**config.mk**
```make
export PLATFORM = sky130hd
export DESIGN_NAME = acrw_fifo
export DESIGN_NICKNAME = d
export VERILOG_FILES = /design/src/rtl/core/acrw_fifo.sv
export SDC_FILE = /design/constraint.sdc
export NUM_CORES = 1
export LEC_CHECK = 0
export BUFFER_PORTS_ARGS = -buffer_cell sky130_fd_sc_hd__buf_2
export CAP_MARGIN = 25
export CORE_AREA = 2 2 45 47
export DETAILED_ROUTE_END_ITERATION = 6
export DIE_AREA = 0 0 47 49
export PLACE_DENSITY = 0.68
export SYNTH_ARGS = -nofsm -noshare
export SYNTH_HDL_FRONTEND = slang
export SYNTH_SLANG_ARGS = --single-unit
export TNS_END_PERCENT = 10
```
**constraint.sdc**
```tcl
create_clock -name clk_i -period 2.5 [get_ports clk_i]
set_input_delay 0.5 -clock clk_i [delete_from_list [all_inputs] [get_ports clk_i]]
set_output_delay 0.5 -clock clk_i [all_outputs]
set_load 0.005 [all_outputs]
```
**src/rtl/core/acrw_fifo.sv**
```systemverilog
// short queue between the front and back parts
// no dependencies
module acrw_fifo #(
  parameter int WIDTH = 8,
  parameter int DEPTH = 2
) (
  input  logic             clk_i,
  input  logic             rst_ni,
  input  logic             push_i,
  input  logic [WIDTH-1:0] wdata_i,
  input  logic             pop_i,
  output logic [WIDTH-1:0] rdata_o,
  output logic             full_o,
  output logic             empty_o
);

  localparam int PW = (DEPTH > 1) ? $clog2(DEPTH) : 1;
  localparam int CW = $clog2(DEPTH + 1);

  logic [WIDTH-1:0] mem_q [DEPTH];
  logic [PW-1:0]    wr_ptr_q, wr_ptr_d;
  logic [PW-1:0]    rd_ptr_q, rd_ptr_d;
  logic [CW-1:0]    cnt_q, cnt_d;

  assign full_o  = (cnt_q == CW'(DEPTH));
  assign empty_o = (cnt_q == '0);
  assign rdata_o = mem_q[rd_ptr_q];

  always_comb begin
    wr_ptr_d = wr_ptr_q;
    rd_ptr_d = rd_ptr_q;
    cnt_d    = cnt_q;
    if (push_i) begin
      wr_ptr_d = (wr_ptr_q == PW'(DEPTH - 1)) ? '0 : wr_ptr_q + 1'b1;
    end
    if (pop_i) begin
      rd_ptr_d = (rd_ptr_q == PW'(DEPTH - 1)) ? '0 : rd_ptr_q + 1'b1;
    end
    if (push_i && !pop_i) begin
      cnt_d = cnt_q + 1'b1;
    end else if (pop_i && !push_i) begin
      cnt_d = cnt_q - 1'b1;
    end
  end

  always_ff @(posedge clk_i or negedge rst_ni) begin
    if (!rst_ni) begin
      wr_ptr_q <= '0;
      rd_ptr_q <= '0;
      cnt_q    <= '0;
    end else begin
      wr_ptr_q <= wr_ptr_d;
      rd_ptr_q <= rd_ptr_d;
      cnt_q    <= cnt_d;
    end
  end

  always_ff @(posedge clk_i) begin
    if (push_i) begin
      mem_q[wr_ptr_q] <= wdata_i;
    end
  end

endmodule

```
==> impl_metrics.json, run 1 <==
{
  "run_status": "finished clean",
  "hold_viol_final": 0,
  "slew_headroom_pct": 54.3,
  "finalSetupViolCount": 0,
  "intPower_w": 0.000686,
  "coreArea_sq_mm": 0.00184,
  "cp.buffers_inverters": 1,
  "layout_common_cells": "buf_2 (21), edfxtp_1 (16), mux2_2 (8)",
  "dp_hpwl_microns": 852,
  "finalCritPeriodShare_pct": 75.2,
  "startpoint_type": "flop",
  "viasPerCell": 4.41,
  "ys_seq_area_share_pct": 75.3,
  "syn-cell-area_sq_um": 771,
  "rsz0062_at_grt": "no",
  "p_comb_share_pct": 25.5,
  "synth_fp_nets": 54,
  "root_buffer": "clkbuf_4",
  "slew_violations": 0,
  "drtIter0Drc": 2,
  "wl_per_cell_microns": 11.8,
  "drtPass1Iterations": 2,
  "die_area_sq_mm": 0.00230,
  "yosys_warnings": 0,
  "ys_types": 12,
  "slowest_stage": "dfrtp_1",
  "vias": 410,
  "place_area_sq_um": 898,
  "insertion_delay_ns": 0.29,
  "grt_max_degree": 12,
  "cts_buffer_depth": 2,
  "fin_tns_setup_ns": 0,
  "post-route-util_pct": 51.3,
  "syn_inst": 41,
  "required_ns": 2.00,
  "max_cap_violations": 0,
  "rrSetupSlack_ns": 1.18,
  "drive_gt1_share_pct": 51.5,
  "power_leakage_nw": 0.386,
  "syn2layout_area_growth_pct": 22.6,
  "cts_tree": "done",
  "fp-row-count": 16,
  "power.share.clock_pct": 19.4,
  "path_clk_slew_ns": 0.11,
  "cp.arrival_ns": 1.38,
  "final_common_cell": "buf_2",
  "cts_setup_buffers": 0,
  "start_util_pct": 41.8,
  "clock_sinks": 20,
  "ant_nets": 0,
  "setup_slack_ns": 0.621,
  "cts-buffers-inserted": 3,
  "grt_remaining_overflow": 0,
  "netSwitchingPower_w": 0.000248,
  "critPathCaptureType": "primary output",
  "skew_ns": 0.00222,
  "groute.usage.overall_pct": 11.4,
  "synth_seq_cells": 20,
  "drc": 0,
  "r2r_start": "wr_ptr_q",
  "grt_pass1_wl_microns": 1760,
  "min_path_type": "primary input to flop",
  "fillCellCount": 178,
  "holdWs_ns": 0.389,
  "min_period_ns": 1.88,
  "vdd_ir_drop_max_v": 0.000436,
  "drt-total-wl_microns": 1100,
  "switching_share_pct": 26.5,
  "grt_pass1_vias": 403,
  "buffer_ports.inserted": 21,
  "htreeDepth": 1,
  "final_area_sq_um": 945,
  "preCtsSetupSlack_ns": 0.873,
  "avgSynthCellArea_sq_um": 18.8,
  "power.density_mw_per_mm2": 989,
  "die_x_microns": 47,
  "die_h_microns": 49,
  "seqPwrFrac_pct": 55.1,
  "cp-startpoint": "rd_ptr_q",
  "gp_congestion": 0.703,
  "critical-path-max-stage-delay_ns": 0.58,
  "timing.fmax_mhz": 532,
  "antenna_found_initial": 0,
  "worstHoldStart": "wdata_i[1]",
  "cp_max_fo": 9,
  "n_antenna_cell": 0,
  "crit_family": "flip-flops",
  "nets": 80,
  "crit_chain": "mux2_2, buf_2",
  "tightestPinTransition_ns": 0.685,
  "boundaryPins": 22,
  "worstSetupPathType": "flop to primary output"
}
-- logic make-up after synthesis --
logic type               count (synthesis)  share of synthesized area (%)
adder cells (fa/ha/maj)                  1                           1.62
AND/OR/NAND/NOR                          5                           3.74
buffers and inverters                    2                           1.95
multiplexers                             8                           11.7
XOR/XNOR                                 5                           5.68
flip-flops                              20                           75.3
-- synth_stat cells --
| master | instances | area share (%) |
|---|---|---|
| edfxtp_1 | 16 | 62 |
| buf_6 | 1 | 1.5 |
| dfrtp_1 | 4 | 13 |
| inv_1 | 1 | 0.49 |
| and2_1 | 1 | 0.81 |
| xnor2_1 | 1 | 1.1 |
| mux2_2 | 8 | 12 |
| ha_1 | 1 | 1.6 |
| nor2_1 | 2 | 0.97 |
| nor2b_1 | 1 | 0.81 |
| xor2_1 | 4 | 4.5 |
| and2b_2 | 1 | 1.1 |
-- layout make-up --
cell class	instances	area [sq um]	area share (%)
sequential	20	581	61.5
multi-input combinational	19	175	18.5
timing repair buffer	22	115	12.2
clock buffer	4	36.3	3.84
tap	27	33.8	3.58
inverter	1	3.75	0.397
-- flip-flops by register name (all words and copies together) (netlist names) --
| name | flops |
|---|---|
| cnt_q | 2 |
| mem_q | 16 |
| rd_ptr_q | 1 |
| wr_ptr_q | 1 |
-- worst paths after layout --
kind,cells past startpoint,endpoint
max,2,rdata_o[3]
min,1,mem_q[1][1]
max reg2reg,1,mem_q[0][3]
min reg2reg,1,wr_ptr_q
max in group asynchronous,2,cnt_q[1]
min in group asynchronous,2,cnt_q[0]
-- power by group through the flow --
stage	Combinational, W	Clock (W)	Sequential (W)
after global routing	0.000269	0.000199	0.000530
after global placement	0.000240	0	0.000521
after detailed placement	0.000246	0	0.000526
after CTS	0.000247	0.000185	0.000519
after floorplan	0.000189	0	0.000489
final	0.000238	0.000181	0.000515
-- routing by layer --
metal	GRT usage, %	share of wire (%)
met1	12.9	36
met2	18.5	58
met3	2.96	4.7
met4	6.94	1.3
met5	0	0
-- stage by stage --
| step | cells | power, W |
|---|---|---|
| 4_1_cts | 93 | 0.000951 |
| 6_report | 93 | 0.000934 |
| 2_1_floorplan | 41 | 0.000678 |
| 5_1_grt | 93 | 0.000997 |
| 3_3_place_gp | 88 | 0.000760 |
| 3_5_place_dp | 88 | 0.000772 |
-- what timing repair did --
item / in CTS / in global routing
hold buffers: 1 / 0
resized for setup: 0 / 0
endpoints found under the hold margin: 4 / 0
No activity file was read; power rests on OpenSTA's default activity.
==> run 2, diff against run 1 <==
Settings changed: ABC_AREA set to 1, CORE_AREA 2 2 45 47 to 2 2 47 49, DIE_AREA 0 0 47 49 to 0 0 49 51, PLACE_DENSITY 0.68 to 0.65.
Clock period 2.5 ns to 1.8 ns, I/O delays scaled along.
==> run 2 against run 1 <==
Net effect: total power is 43% higher; count of clock-buffer cells in the layout did not move; worst setup slack got worse by 0.47 ns; sequential share of layout area fell by 2.8 points; critical path type unchanged; largest cell class unchanged.
==> impl_metrics.json, run 2 <==
{
  "hold_viol_final": 0,
  "r2r_start": "wr_ptr_q",
  "drc": 0,
  "ys_async_sr_fraction_pct": 20.0,
  "worstSetupPathType": "flop to primary output",
  "synth_flop_cell": "edfxtp_1",
  "timing.fmax_mhz": 608,
  "yosys.area.top_type": "edfxtp_1",
  "fp-row-count": 17,
  "viasPerCell": 4.37,
  "required_ns": 1.44,
  "root_buffer": "clkbuf_4",
  "groute.usage.overall_pct": 10.6,
  "startpoint_type": "flop",
  "power_leakage_nw": 0.448,
  "drt-total-wl_microns": 1170,
  "min_to": "mem_q[1][1]",
  "yosys_warnings": 0,
  "netlist_top_cells_count": "edfxtp_1 (16), mux2_4 (8), inv_1 (7), nand2_1 (5), dfrtp_1 (4)",
  "regMostFlops": "mem_q",
  "run_status": "finished clean",
  "slew_headroom_pct": 77.6,
  "start_util_pct": 39.7,
  "buffer_ports.inserted": 21,
  "synth_most_common_cell": "edfxtp_1",
  "reg_top3": "mem_q: 16 flops, cnt_q: 2 flops",
  "grt_pass1_wl_microns": 1870,
  "synth_seq_cells": 20,
  "reg2reg_depth": 2,
  "cp_max_fo": 9,
  "holdWs_ns": 0.255,
  "finalSetupViolCount": 0,
  "boundaryPins": 22,
  "power.density_mw_per_mm2": 1350,
  "grt_max_degree": 12,
  "die_area_sq_mm": 0.00250,
  "cts_tree": "done",
  "nets": 90,
  "ys_types": 12,
  "ant_nets": 0,
  "die_x_microns": 49,
  "slew_violations": 0,
  "final_common_cell": "buf_2",
  "avgSynthCellArea_sq_um": 16.4,
  "syn2layout_area_growth_pct": 21.3,
  "clock_sinks": 20,
  "vdd_ir_drop_max_v": 0.000584,
  "worstHoldStart": "wdata_i[1]",
  "drtIter0Drc": 4,
  "n_antenna_cell": 0,
  "cts_buffer_depth": 2,
  "antenna_found_initial": 0,
  "max_cap_violations": 0,
  "insertion_delay_ns": 0.29,
  "r2r_end": "mem_q[1][3]",
  "path_clk_slew_ns": 0.10,
  "syn_inst": 50,
  "htreeDepth": 1,
  "vias": 454,
  "min_period_ns": 1.64,
  "cts_setup_buffers": 0,
  "rsz0062_at_grt": "no",
  "die_h_microns": 51,
  "tightestPinTransition_ns": 0.336,
  "finalCritPeriodShare_pct": 91.4,
  "synth_fp_nets": 63,
  "skew_ns": 0.00234,
  "syn-cell-area_sq_um": 818,
  "synth_top_cells_by_area": "edfxtp_1 (59%), mux2_4 (15%), dfrtp_1 (12%)",
  "critPathCaptureType": "primary output",
  "post-synth-top-area-fraction_pct": 58.7,
  "grt_remaining_overflow": 0,
  "min_path_type": "primary input to flop",
  "largest_register_ffs": 16,
  "ys_seq_area_share_pct": 70.9,
  "cts-buffers-inserted": 3,
  "rrSetupSlack_ns": 0.77,
  "cp.arrival_ns": 1.28,
  "drtPass1Iterations": 3,
  "layout_common_cells": "buf_2 (21), edfxtp_1 (16), mux2_4 (8)",
  "fin_tns_setup_ns": 0,
  "gp_congestion": 0.725,
  "coreArea_sq_mm": 0.00206,
  "min_path_cells": 1,
  "grt_pass1_vias": 441,
  "drive_gt1_share_pct": 44.7,
  "synth_edf_count": 16,
  "wl_per_cell_microns": 11.3
}
==> run 2: power by group <==
group          leakage, nW  internal [W]  total [W]  switching (W)
Sequential           0.196      0.000630   0.000734       0.000105
Combinational        0.237      0.000249   0.000401       0.000151
Clock               0.0150     0.0000861   0.000206       0.000120
==> run 2: worst max-delay path by stage <==
| stage | start | to | slack (ns) | depth (start not counted) |
|---|---|---|---|---|
| final | rd_ptr_q | rdata_o[5] | 0.16 | 2 |
| after global routing | rd_ptr_q | rdata_o[5] | 0.08 | 2 |
| after CTS | rd_ptr_q | rdata_o[5] | 0.13 | 2 |
| after detailed placement | rd_ptr_q | rdata_o[5] | 0.31 | 2 |
| after global placement | rd_ptr_q | rdata_o[5] | 0.33 | 2 |
| after floorplan | rd_ptr_q | rdata_o[0] | 0.65 | 2 |
==> run 2: worst max-delay path, cell delays in order, from the launching register on <==
cell     delay (ns)
dfrtp_2        0.55
mux2_4         0.33
buf_2          0.12
==> run 2: cell families (layout without fill, tap and decap cells) <==
logic type	Yosys count	count (layout)	share of synthesized area (%)
flops	20	20	70.9
simple gates	10	10	5.05
mux	8	8	14.7
buf+inv	8	34	4.59
xor+xnor	3	3	3.21
fa+ha+maj	1	1	1.53
==> run 2: final cells by class <==
| type | instances | area, sq um |
|---|---|---|
| clock buffers | 4 | 26.3 |
| inverters | 7 | 26.3 |
| well taps | 28 | 35.0 |
| repair buffers | 23 | 123 |
| multi-input cells | 22 | 200 |
| fillers | 203 | 1070 |
| flip-flops and latches | 20 | 582 |
==> run 2: stage by stage <==
stage | instance area (sq um) | std cells | total power, W | setup slack, ns | util (%)
floorplan | 818 | 50 | 0.00101 | 0.650 | -
global placement | 955 | 99 | 0.00113 | 0.326 | 46.3
detailed placement | 955 | 99 | 0.00115 | 0.314 | 46.3
CTS | 992 | 104 | 0.00137 | 0.126 | 48.1
global route | 992 | 104 | 0.00144 | 0.0785 | 48.1
finish | 992 | 104 | 0.00134 | 0.155 | 48.1
==> run 2: routing by layer <==
layer	share of wire (%)	global-route usage, %
met3	4.0	1.75
met2	56	20.1
met5	0	0
met4	2.2	8.57
met1	38	10.1
==> run 2: what timing repair did <==
item                                   4_1_cts  5_1_grt
hold buffers                                 1        0
endpoints found under the hold margin        4        0
setup endpoints to repair                    8        0
gates resized for setup                      1        0
