[src/rtl/core/acrw_pkg.sv]
// shared types, constants and helpers of the audio capture ring window reader
// no dependencies
package acrw_pkg;

  localparam int RING_DEPTH     = 32768;
  localparam int SAMPLES_PER_MS = 16;
  localparam int MAX_WINDOW     = 512;
  localparam int QUEUE_DEPTH    = 2;

  localparam int START_W  = 28;
  localparam int DUR_W    = 10;
  localparam int POS_W    = 9;
  localparam int SMP_W    = 16;
  localparam int WSAMP_W  = 14;
  localparam int TS_W     = 28;
  localparam int GAIN_W   = 5;

  localparam logic [GAIN_W-1:0]        GAIN_RESET = 5'd4;
  localparam logic signed [SMP_W-1:0]  SAMPLE_MAX = 16'sh7FFF;
  localparam logic signed [SMP_W-1:0]  SAMPLE_MIN = 16'sh8000;
  localparam logic [WSAMP_W-1:0]       WSAMP_MAX  = 14'h3FFF;

  typedef enum logic {
    CMD_CAPTURE = 1'b0,
    CMD_READ    = 1'b1
  } cmd_e;

  typedef enum logic [1:0] {
    BK_IDLE,
    BK_MOD,
    BK_RD,
    BK_WAIT
  } bk_state_e;

  typedef struct packed {
    logic                      cmd;
    logic signed [SMP_W-1:0]   mic_sample;
    logic [START_W-1:0]        win_start;
    logic [DUR_W-1:0]          win_len;
    logic [POS_W-1:0]          window_position;
  } in_item_t;

  typedef struct packed {
    logic signed [SMP_W-1:0]   sample_out;
    logic [WSAMP_W-1:0]        window_samples;
    logic                      window_error;
    logic [TS_W-1:0]           timestamp_ms;
  } out_item_t;

  // classified item handed from front to back
  typedef struct packed {
    cmd_e                      cmd;
    logic signed [SMP_W-1:0]   sample;
    logic [WSAMP_W-1:0]        wsamp;
    logic                      werr;
    logic                      in_win;
  } item_t;

  localparam int ITEM_W = $bits(item_t);

  // width of the absolute sample index start * spm + pos
  function automatic int idx_width(input int spm);
    return START_W + $clog2(spm) + 1;
  endfunction

endpackage

[src/rtl/core/acrw_chan_if.sv]
// valid/ready channel carrying one payload per transaction
// depends on nothing, payload type set per instance
interface acrw_chan_if #(
  parameter type payload_t = logic
) ();
  logic     valid;
  logic     ready;
  payload_t data;

  modport source (output valid, output data, input ready);
  modport sink   (input valid, input data, output ready);
endinterface

[src/rtl/core/acrw_back.sv]
// back part: ring writes, index reduction, ring reads, counters and result register
// depends on acrw_pkg and acrw_chan_if, drives the external acrw_ram
module acrw_back #(
  parameter int RING_DEPTH     = acrw_pkg::RING_DEPTH,
  parameter int SAMPLES_PER_MS = acrw_pkg::SAMPLES_PER_MS
) (
  input  logic                              clk_i,
  input  logic                              rst_ni,
  input  logic                              q_valid_i,
  input  acrw_pkg::item_t                   q_item_i,
  input  logic [acrw_pkg::idx_width(SAMPLES_PER_MS)-1:0] q_idx_i,
  output logic                              q_pop_o,
  output logic                              ram_we_o,
  output logic [$clog2(RING_DEPTH)-1:0]     ram_waddr_o,
  output logic [acrw_pkg::SMP_W-1:0]        ram_wdata_o,
  output logic                              ram_re_o,
  output logic [$clog2(RING_DEPTH)-1:0]     ram_raddr_o,
  input  logic [acrw_pkg::SMP_W-1:0]        ram_rdata_i,
  acrw_chan_if.source                       res_o
);

  localparam int  IDX_W   = acrw_pkg::idx_width(SAMPLES_PER_MS);
  localparam int  AW      = $clog2(RING_DEPTH);
  localparam int  BW      = $clog2(IDX_W);
  localparam int  SW      = (SAMPLES_PER_MS > 1) ? $clog2(SAMPLES_PER_MS) : 1;
  localparam int  CMP_W   = (IDX_W > 32) ? IDX_W : 32;
  localparam bit  IS_POW2 = (RING_DEPTH & (RING_DEPTH - 1)) == 0;

  acrw_pkg::bk_state_e state_q, state_d;

  logic [31:0]              count_q, count_d;
  logic [AW-1:0]            wr_ptr_q, wr_ptr_d;
  logic                     full_q, full_d;
  logic [SW-1:0]            sub_q, sub_d;
  logic [acrw_pkg::TS_W-1:0] ms_q, ms_d;

  acrw_pkg::item_t          rd_item_q;
  logic [IDX_W-1:0]         idx_q;
  logic [AW-1:0]            rem_q, rem_d;
  logic [AW:0]              rem_t;
  logic [BW-1:0]            bit_q;
  logic                     hit_q, hit_d;

  logic                     out_valid_q;
  acrw_pkg::out_item_t      out_data_q;

  logic                     slot_free;
  logic                     pop, cap_go, rd_go, out_load_rd;
  logic [CMP_W-1:0]         cnt_ext, oldest;
  logic                     written;

  assign slot_free = !out_valid_q || res_o.ready;

  // next state
  always_comb begin
    state_d = state_q;
    case (state_q)
      acrw_pkg::BK_IDLE: begin
        if (q_valid_i && q_item_i.cmd == acrw_pkg::CMD_READ) begin
          state_d = IS_POW2 ? acrw_pkg::BK_RD : acrw_pkg::BK_MOD;
        end
      end
      acrw_pkg::BK_MOD: begin
        if (bit_q == '0) begin
          state_d = acrw_pkg::BK_RD;
        end
      end
      acrw_pkg::BK_RD: begin
        state_d = acrw_pkg::BK_WAIT;
      end
      acrw_pkg::BK_WAIT: begin
        if (slot_free) begin
          state_d = acrw_pkg::BK_IDLE;
        end
      end
      default: begin
        state_d = acrw_pkg::BK_IDLE;
      end
    endcase
  end

  // outputs of the sequencer
  always_comb begin
    pop         = 1'b0;
    ram_re_o    = 1'b0;
    out_load_rd = 1'b0;
    case (state_q)
      acrw_pkg::BK_IDLE: begin
        pop = q_valid_i && (q_item_i.cmd == acrw_pkg::CMD_READ || slot_free);
      end
      acrw_pkg::BK_RD: begin
        ram_re_o = 1'b1;
      end
      acrw_pkg::BK_WAIT: begin
        out_load_rd = slot_free;
      end
      default: begin
        pop = 1'b0;
      end
    endcase
    cap_go = pop && q_item_i.cmd == acrw_pkg::CMD_CAPTURE;
    rd_go  = pop && q_item_i.cmd == acrw_pkg::CMD_READ;
  end

  assign q_pop_o     = pop;
  assign ram_we_o    = cap_go;
  assign ram_waddr_o = wr_ptr_q;
  assign ram_wdata_o = q_item_i.sample;
  assign ram_raddr_o = IS_POW2 ? idx_q[AW-1:0] : rem_q;

  // capture counters
  always_comb begin
    count_d  = count_q;
    wr_ptr_d = wr_ptr_q;
    full_d   = full_q;
    sub_d    = sub_q;
    ms_d     = ms_q;
    if (cap_go) begin
      count_d  = count_q + 32'd1;
      wr_ptr_d = (wr_ptr_q == AW'(RING_DEPTH - 1)) ? '0 : wr_ptr_q + 1'b1;
      full_d   = full_q || (wr_ptr_q == AW'(RING_DEPTH - 1));
      if (count_q == 32'hFFFF_FFFF) begin
        sub_d = '0;
        ms_d  = '0;
      end else if (sub_q == SW'(SAMPLES_PER_MS - 1)) begin
        sub_d = '0;
        ms_d  = ms_q + 1'b1;
      end else begin
        sub_d = sub_q + 1'b1;
      end
    end
  end

  // index reduction and hit check
  always_comb begin
    rem_t = {rem_q, idx_q[bit_q]};
    if (rem_t >= (AW + 1)'(RING_DEPTH)) begin
      rem_d = AW'(rem_t - (AW + 1)'(RING_DEPTH));
    end else begin
      rem_d = rem_t[AW-1:0];
    end
    cnt_ext = CMP_W'(count_q);
    oldest  = (cnt_ext > CMP_W'(RING_DEPTH)) ? cnt_ext - CMP_W'(RING_DEPTH) : '0;
    written = full_q || (ram_raddr_o < wr_ptr_q);
    hit_d   = rd_item_q.in_win && (CMP_W'(idx_q) >= oldest) && written;
  end

  always_ff @(posedge clk_i or negedge rst_ni) begin
    if (!rst_ni) begin
      state_q     <= acrw_pkg::BK_IDLE;
      count_q     <= '0;
      wr_ptr_q    <= '0;
      full_q      <= 1'b0;
      sub_q       <= '0;
      ms_q        <= '0;
      out_valid_q <= 1'b0;
    end else begin
      state_q  <= state_d;
      count_q  <= count_d;
      wr_ptr_q <= wr_ptr_d;
      full_q   <= full_d;
      sub_q    <= sub_d;
      ms_q     <= ms_d;
      if (cap_go || out_load_rd) begin
        out_valid_q <= 1'b1;
      end else if (res_o.ready) begin
        out_valid_q <= 1'b0;
      end
    end
  end

  always_ff @(posedge clk_i) begin
    if (rd_go) begin
      rd_item_q <= q_item_i;
      idx_q     <= q_idx_i;
      rem_q     <= '0;
      bit_q     <= BW'(IDX_W - 1);
    end else if (state_q == acrw_pkg::BK_MOD) begin
      rem_q <= rem_d;
      bit_q <= bit_q - 1'b1;
    end
    if (state_q == acrw_pkg::BK_RD) begin
      hit_q <= hit_d;
    end
    if (cap_go) begin
      out_data_q.sample_out     <= q_item_i.sample;
      out_data_q.window_samples <= q_item_i.wsamp;
      out_data_q.window_error   <= q_item_i.werr;
      out_data_q.timestamp_ms   <= ms_d;
    end else if (out_load_rd) begin
      out_data_q.sample_out     <= hit_q ? $signed(ram_rdata_i) : '0;
      out_data_q.window_samples <= rd_item_q.wsamp;
      out_data_q.window_error   <= rd_item_q.werr;
      out_data_q.timestamp_ms   <= ms_q;
    end
  end

  assign res_o.valid = out_valid_q;
  assign res_o.data  = out_data_q;

endmodule

[src/flat_wrapper.sv]
// flat-port wrapper written by rule: the top's interface ports become plain ports
module acrw_back_flat 
#(
  parameter int RING_DEPTH     = acrw_pkg::RING_DEPTH,
  parameter int SAMPLES_PER_MS = acrw_pkg::SAMPLES_PER_MS
)
  (clk_i, rst_ni, q_valid_i, q_item_i, q_idx_i, q_pop_o, ram_we_o, ram_waddr_o, ram_wdata_o, ram_re_o, ram_raddr_o, ram_rdata_i, res_o_valid, res_o_data, res_o_ready);
  acrw_chan_if res_o_i ();
  input  logic clk_i;
  input  logic rst_ni;
  input  logic q_valid_i;
  input  acrw_pkg::item_t q_item_i;
  input  logic [acrw_pkg::idx_width(SAMPLES_PER_MS)-1:0] q_idx_i;
  output logic q_pop_o;
  output logic ram_we_o;
  output logic [$clog2(RING_DEPTH)-1:0] ram_waddr_o;
  output logic [acrw_pkg::SMP_W-1:0] ram_wdata_o;
  output logic ram_re_o;
  output logic [$clog2(RING_DEPTH)-1:0] ram_raddr_o;
  input  logic [acrw_pkg::SMP_W-1:0] ram_rdata_i;
  output wire logic [$bits(res_o_i.valid)-1:0] res_o_valid;
  output wire logic [$bits(res_o_i.data)-1:0] res_o_data;
  input wire logic [$bits(res_o_i.ready)-1:0] res_o_ready;
  assign res_o_valid = res_o_i.valid;
  assign res_o_data = res_o_i.data;
  assign res_o_i.ready = res_o_ready;
  acrw_back #(.RING_DEPTH(RING_DEPTH), .SAMPLES_PER_MS(SAMPLES_PER_MS)) u_core (.clk_i(clk_i), .rst_ni(rst_ni), .q_valid_i(q_valid_i), .q_item_i(q_item_i), .q_idx_i(q_idx_i), .q_pop_o(q_pop_o), .ram_we_o(ram_we_o), .ram_waddr_o(ram_waddr_o), .ram_wdata_o(ram_wdata_o), .ram_re_o(ram_re_o), .ram_raddr_o(ram_raddr_o), .ram_rdata_i(ram_rdata_i), .res_o(res_o_i));
endmodule
[config.mk]
export PLATFORM = sky130hd
export DESIGN_NAME = acrw_back_flat
export DESIGN_NICKNAME = d
export VERILOG_FILES = /design/src/rtl/core/acrw_pkg.sv /design/src/rtl/core/acrw_chan_if.sv /design/src/rtl/core/acrw_back.sv /design/src/flat_wrapper.sv
export SDC_FILE = /design/constraint.sdc
export NUM_CORES = 1
export LEC_CHECK = 0
export ABC_AREA = 1
export BUFFER_PORTS_ARGS = -buffer_cell sky130_fd_sc_hd__buf_2
export CORE_ASPECT_RATIO = 2
export CORE_UTILIZATION = 45
export CTS_BUF_LIST = sky130_fd_sc_hd__clkbuf_8
export CTS_CLUSTER_DIAMETER = 60
export DETAILED_ROUTE_END_ITERATION = 16
export GPL_ROUTABILITY_DRIVEN = 0
export PLACE_DENSITY = 0.8
export SLEW_MARGIN = 5
export SYNTH_ARGS = -nofsm -noshare
export SYNTH_HDL_FRONTEND = slang
export SYNTH_SLANG_ARGS = --single-unit
[constraint.sdc]
create_clock -name clk_i -period 1.8 [get_ports clk_i]
set_clock_uncertainty 0.15 [all_clocks]
set_input_delay 0.18 -clock clk_i [delete_from_list [all_inputs] [get_ports clk_i]]
set_output_delay 0.18 -clock clk_i [all_outputs]
set_load 0.1 [all_outputs]
==> results.txt <==
----------------------------------------------------
[STA]
  Final count of hold timing violations ... 0
  Minimum period implied by the final worst setup slack ... 1880 ps
  Worst Slack Setup Final ... -82.8 ps
  Tightest Pin Transition ... 502 ps
  Slew Limit Fails ... 0
  RSZ-0062 raised after global routing ... true
  Worst hold-check slack ... 92.2 ps
  Maximum frequency from static timing analysis ... 531 MHz
  Total of endpoints with negative setup slack in the final report ... 2
  Tcrit/Tclk final ... 105%
  Worst-case headroom to the max-slew limit ... 66.8%

[Die]
  Die extent in y ... 136 um
  Width of the die ... 69.2 um
  Total number of placement rows ... 48
  Area of the die ... 9450 um^2
  Initial cell density of the core ... 46.7%
  IO Pins ... 137
  Core area ... 8710 um^2

[Power and ir drop]
  Peak supply drop ... 0.559 mV
  Leakage ... 2.44 nW
  Post-layout power ... 6.24 mW
  Power density over the cells ... 1220 nW/um^2

[Worst hold path]
  Number of cells traversed by the worst hold path ... 4
  Worst-case hold path end point ... u_core.bit_q[5]
  Start point of the worst min-delay path ... q_item_i[32]
  Worst Hold Class ... in -> reg

[Setup path]
  Critical Path Source Type ... flop
  Worst flop-to-flop path startpoint ... u_core.ram_waddr_o[0]
  Biggest fanout along the worst timing path ... 4
  Critical path data arrival time ... 1550 ps
  Setup crit end kind ... output port
  Classification of the worst setup path ... reg -> out
  Source of the critical timing path ... u_core.state_q[0]
  R2R depth ... 7
  Critical path data required time ... 1470 ps
  Worst R2R End ... u_core.ram_waddr_o[14]
  FF-to-FF setup slack ... 30 ps

[Synth]
  Most area-hungry cell type in the Yosys netlist ... sky130_fd_sc_hd__dfrtp_1
  Synth top area share ... 33.8%
  Dominant cells by area after synthesis ... sky130_fd_sc_hd__dfrtp_1 34%, sky130_fd_sc_hd__edfxtp_1 12%, sky130_fd_sc_hd__nand2_1 12%
  Synthesized net count ... 572
  Syn avg cell area ... 8.46 um^2
  Seq cells post-synth ... 77
  Proportion of synthesized chip area in sequential cells ... 48.6%
  Library cells used by synthesis ... 27
  Count of mapped cells out of synthesis ... 481
  Synthesized area ... 4070 um^2
  Number of warnings printed during yosys synthesis ... 0

[Layout]
  Layout fillers ... 683
  Commonest non-fill, non-tap cell in the layout ... sky130_fd_sc_hd__nand2_1
  Antenna fix cells ... 0
  Finished layout cell area ... 5120 um^2
  Number of nets at the end of the flow ... 659
  Leading cell types in the layout, fill and taps excluded ... 121 x sky130_fd_sc_hd__nand2_1, 52 x sky130_fd_sc_hd__inv_1, 51 x sky130_fd_sc_hd__buf_2, 48 x sky130_fd_sc_hd__nor2_1, 42 x sky130_fd_sc_hd__nand3_1
  Fraction of final layout cells sized beyond drive strength 1 ... 26.7%
  Synth-to-layout area growth ... 26.0%

[Global route]
  Routing usage on met1 ... 20.4%
  Grt total ovfl ... 0
  Global-route wire length before repair ... 15300 um
  GRT Total Usage ... 20.7%
  Met3 global-route usage ... 4.97%
  Number of global-route vias before repair ... 3410
  Antenna violations before repair ... 0
  Pin count of the biggest net entering global routing ... 56
  Global route hottest layer ... met2
  Fraction of met2 tracks used by global routing ... 38.2%

[Outcome]
  Outcome ... complete, but fails checks
  Failing checks ... negative setup slack

[Detailed routing]
  Routed wirelength normalized by instance count ... 14.4 um
  Total via count after detailed routing ... 3497
  Count of TritonRoute iterations in the first routing pass ... 5
  Final ANT Viol Nets ... 0
  Via count normalized by instance count ... 5.20
  DRC errors left ... 0
  Aggregate routed wire length ... 9670 um
  Number of design-rule violations left by the first detailed-router iteration ... 243

[Place]
  Standard cell area after detailed placement ... 4560 um^2
  PortBufs ... 54
  Total half-perimeter wirelength after legalization and detailed placement ... 6530 um
  Worst setup slack after placement ... -90.2 ps

[Clocking]
  CTS clk-pin slew, worst paths ... 80 ps
  Htree depth ... 3
  Clock root cell ... sky130_fd_sc_hd__clkbuf_8
  Clock latency reported for the late side of the worst-skew pair ... 360 ps
  Number of CTS-inserted buffers ... 9
  CTS max path bufs ... 2
  Clock net sink count ... 77
  TritonCTS clock tree ... done

[Flow run]
  Count of maximum capacitance violations ... 0

----------------------------------------------------
[cell usage after synthesis]
cell type,count
sky130_fd_sc_hd__buf_6,4
sky130_fd_sc_hd__nand4_4,1
sky130_fd_sc_hd__xnor2_1,13
sky130_fd_sc_hd__nor2_4,4
sky130_fd_sc_hd__xor2_1,13
sky130_fd_sc_hd__nor3_1,4
sky130_fd_sc_hd__nor3b_1,1
sky130_fd_sc_hd__nand2_2,4
sky130_fd_sc_hd__nor2_1,51
sky130_fd_sc_hd__nor2_2,4
sky130_fd_sc_hd__xnor2_2,4
sky130_fd_sc_hd__dfrtp_1,55
sky130_fd_sc_hd__dfxtp_1,6
sky130_fd_sc_hd__ha_1,5
sky130_fd_sc_hd__buf_4,18
sky130_fd_sc_hd__buf_2,1
sky130_fd_sc_hd__inv_1,57
sky130_fd_sc_hd__nor2_8,2
sky130_fd_sc_hd__nand4_1,19
sky130_fd_sc_hd__o21ai_0,14
sky130_fd_sc_hd__o21ai_1,6
sky130_fd_sc_hd__and2_1,1
sky130_fd_sc_hd__nand3_2,1
sky130_fd_sc_hd__nand2_1,127
sky130_fd_sc_hd__edfxtp_1,16
sky130_fd_sc_hd__nand3_1,44
sky130_fd_sc_hd__a21oi_1,6
[registers in the layout (all words and copies together) (netlist names)]
name,count
u_core.count_q,32
u_core.idx_q,15
u_core.ram_waddr_o,15
u_core.bit_q,6
u_core.sub_q,4
u_core.state_q,2
u_core.ms_q,1
u_core.res_o.data,1
u_core.res_o.valid,1
[kinds of logic (layout without fill, tap and decap cells)]
family                     after synthesis  count (layout)  share of synthesized area [%]
AOI/OAI and AO/OA                       26              26                           3.20
DFF                                     77              77                           48.6
adders and majority gates                5               5                           1.54
xor gates and xnor gates                30              30                           7.20
and+or+nand+nor                        263             263                           29.7
buffers and inverters                   80             172                           9.81
[what timing repair did]
action                     CTS  global route
pin swaps                    3             6
resized for setup            8             9
hold buffers                16             0
hold endpoints to repair    70             0
buffers inserted             3            10
setup endpoints to repair   25            30
[worst max-delay path by stage]
| stage | endpoint | slack [ps] | cells past startpoint |
|---|---|---|---|
| 2_1_floorplan | u_core.idx_q[0] | -100 | 5 |
| 3_3_place_gp | u_core.count_q[13] | 20 | 5 |
| 3_5_place_dp | u_core.count_q[13] | -90 | 5 |
| 4_1_cts | q_pop_o | -110 | 7 |
| 5_1_grt | ram_we_o | -120 | 5 |
| 6_report | q_pop_o | -80 | 7 |
[area by class of cell]
type,instances,area (um^2),area share [%]
clock buffer,9,124,2.42
timing repair buffer,99,763,14.9
tap,100,125,2.44
inverter,57,231,4.52
sequential,77,2000,39.1
multi-input combinational,324,1780,34.7
clock inverter,7,98.8,1.93
[power breakdown]
| group | leakage [nW] | internal [mW] | switching [mW] | total [mW] |
|---|---|---|---|---|
| sequential | 0.905 | 2.11 | 0.295 | 2.40 |
| clock | 0.110 | 0.787 | 0.681 | 1.47 |
| combinational | 1.42 | 0.730 | 1.64 | 2.37 |
[routing by layer]
metal,vias to the layer above,share of wire (%)
met5,-,0
met4,0,4.5
met3,34,3.9
met2,128,57
met1,1641,35
li1,1694,-
[critical path, stage by stage (launching register included)]
cell                       delay [ps]
sky130_fd_sc_hd__dfrtp_2          460
sky130_fd_sc_hd__inv_2             90
sky130_fd_sc_hd__nand2_2           50
sky130_fd_sc_hd__nor2_2            80
sky130_fd_sc_hd__o21ai_1           70
sky130_fd_sc_hd__bufinv_8         190
sky130_fd_sc_hd__buf_6             90
sky130_fd_sc_hd__buf_12           160
[through the flow]
step / TNS, ps / cells / utilization, %
after floorplan: -1650 / 481 / -
after global placement: 0 / 628 / 52.4
after detailed placement: -669 / 628 / 52.4
after CTS: -195 / 663 / 57.2
after global routing: -258 / 673 / 58.9
final: -155 / 673 / 58.9
(Power assumes the default switching activity.)
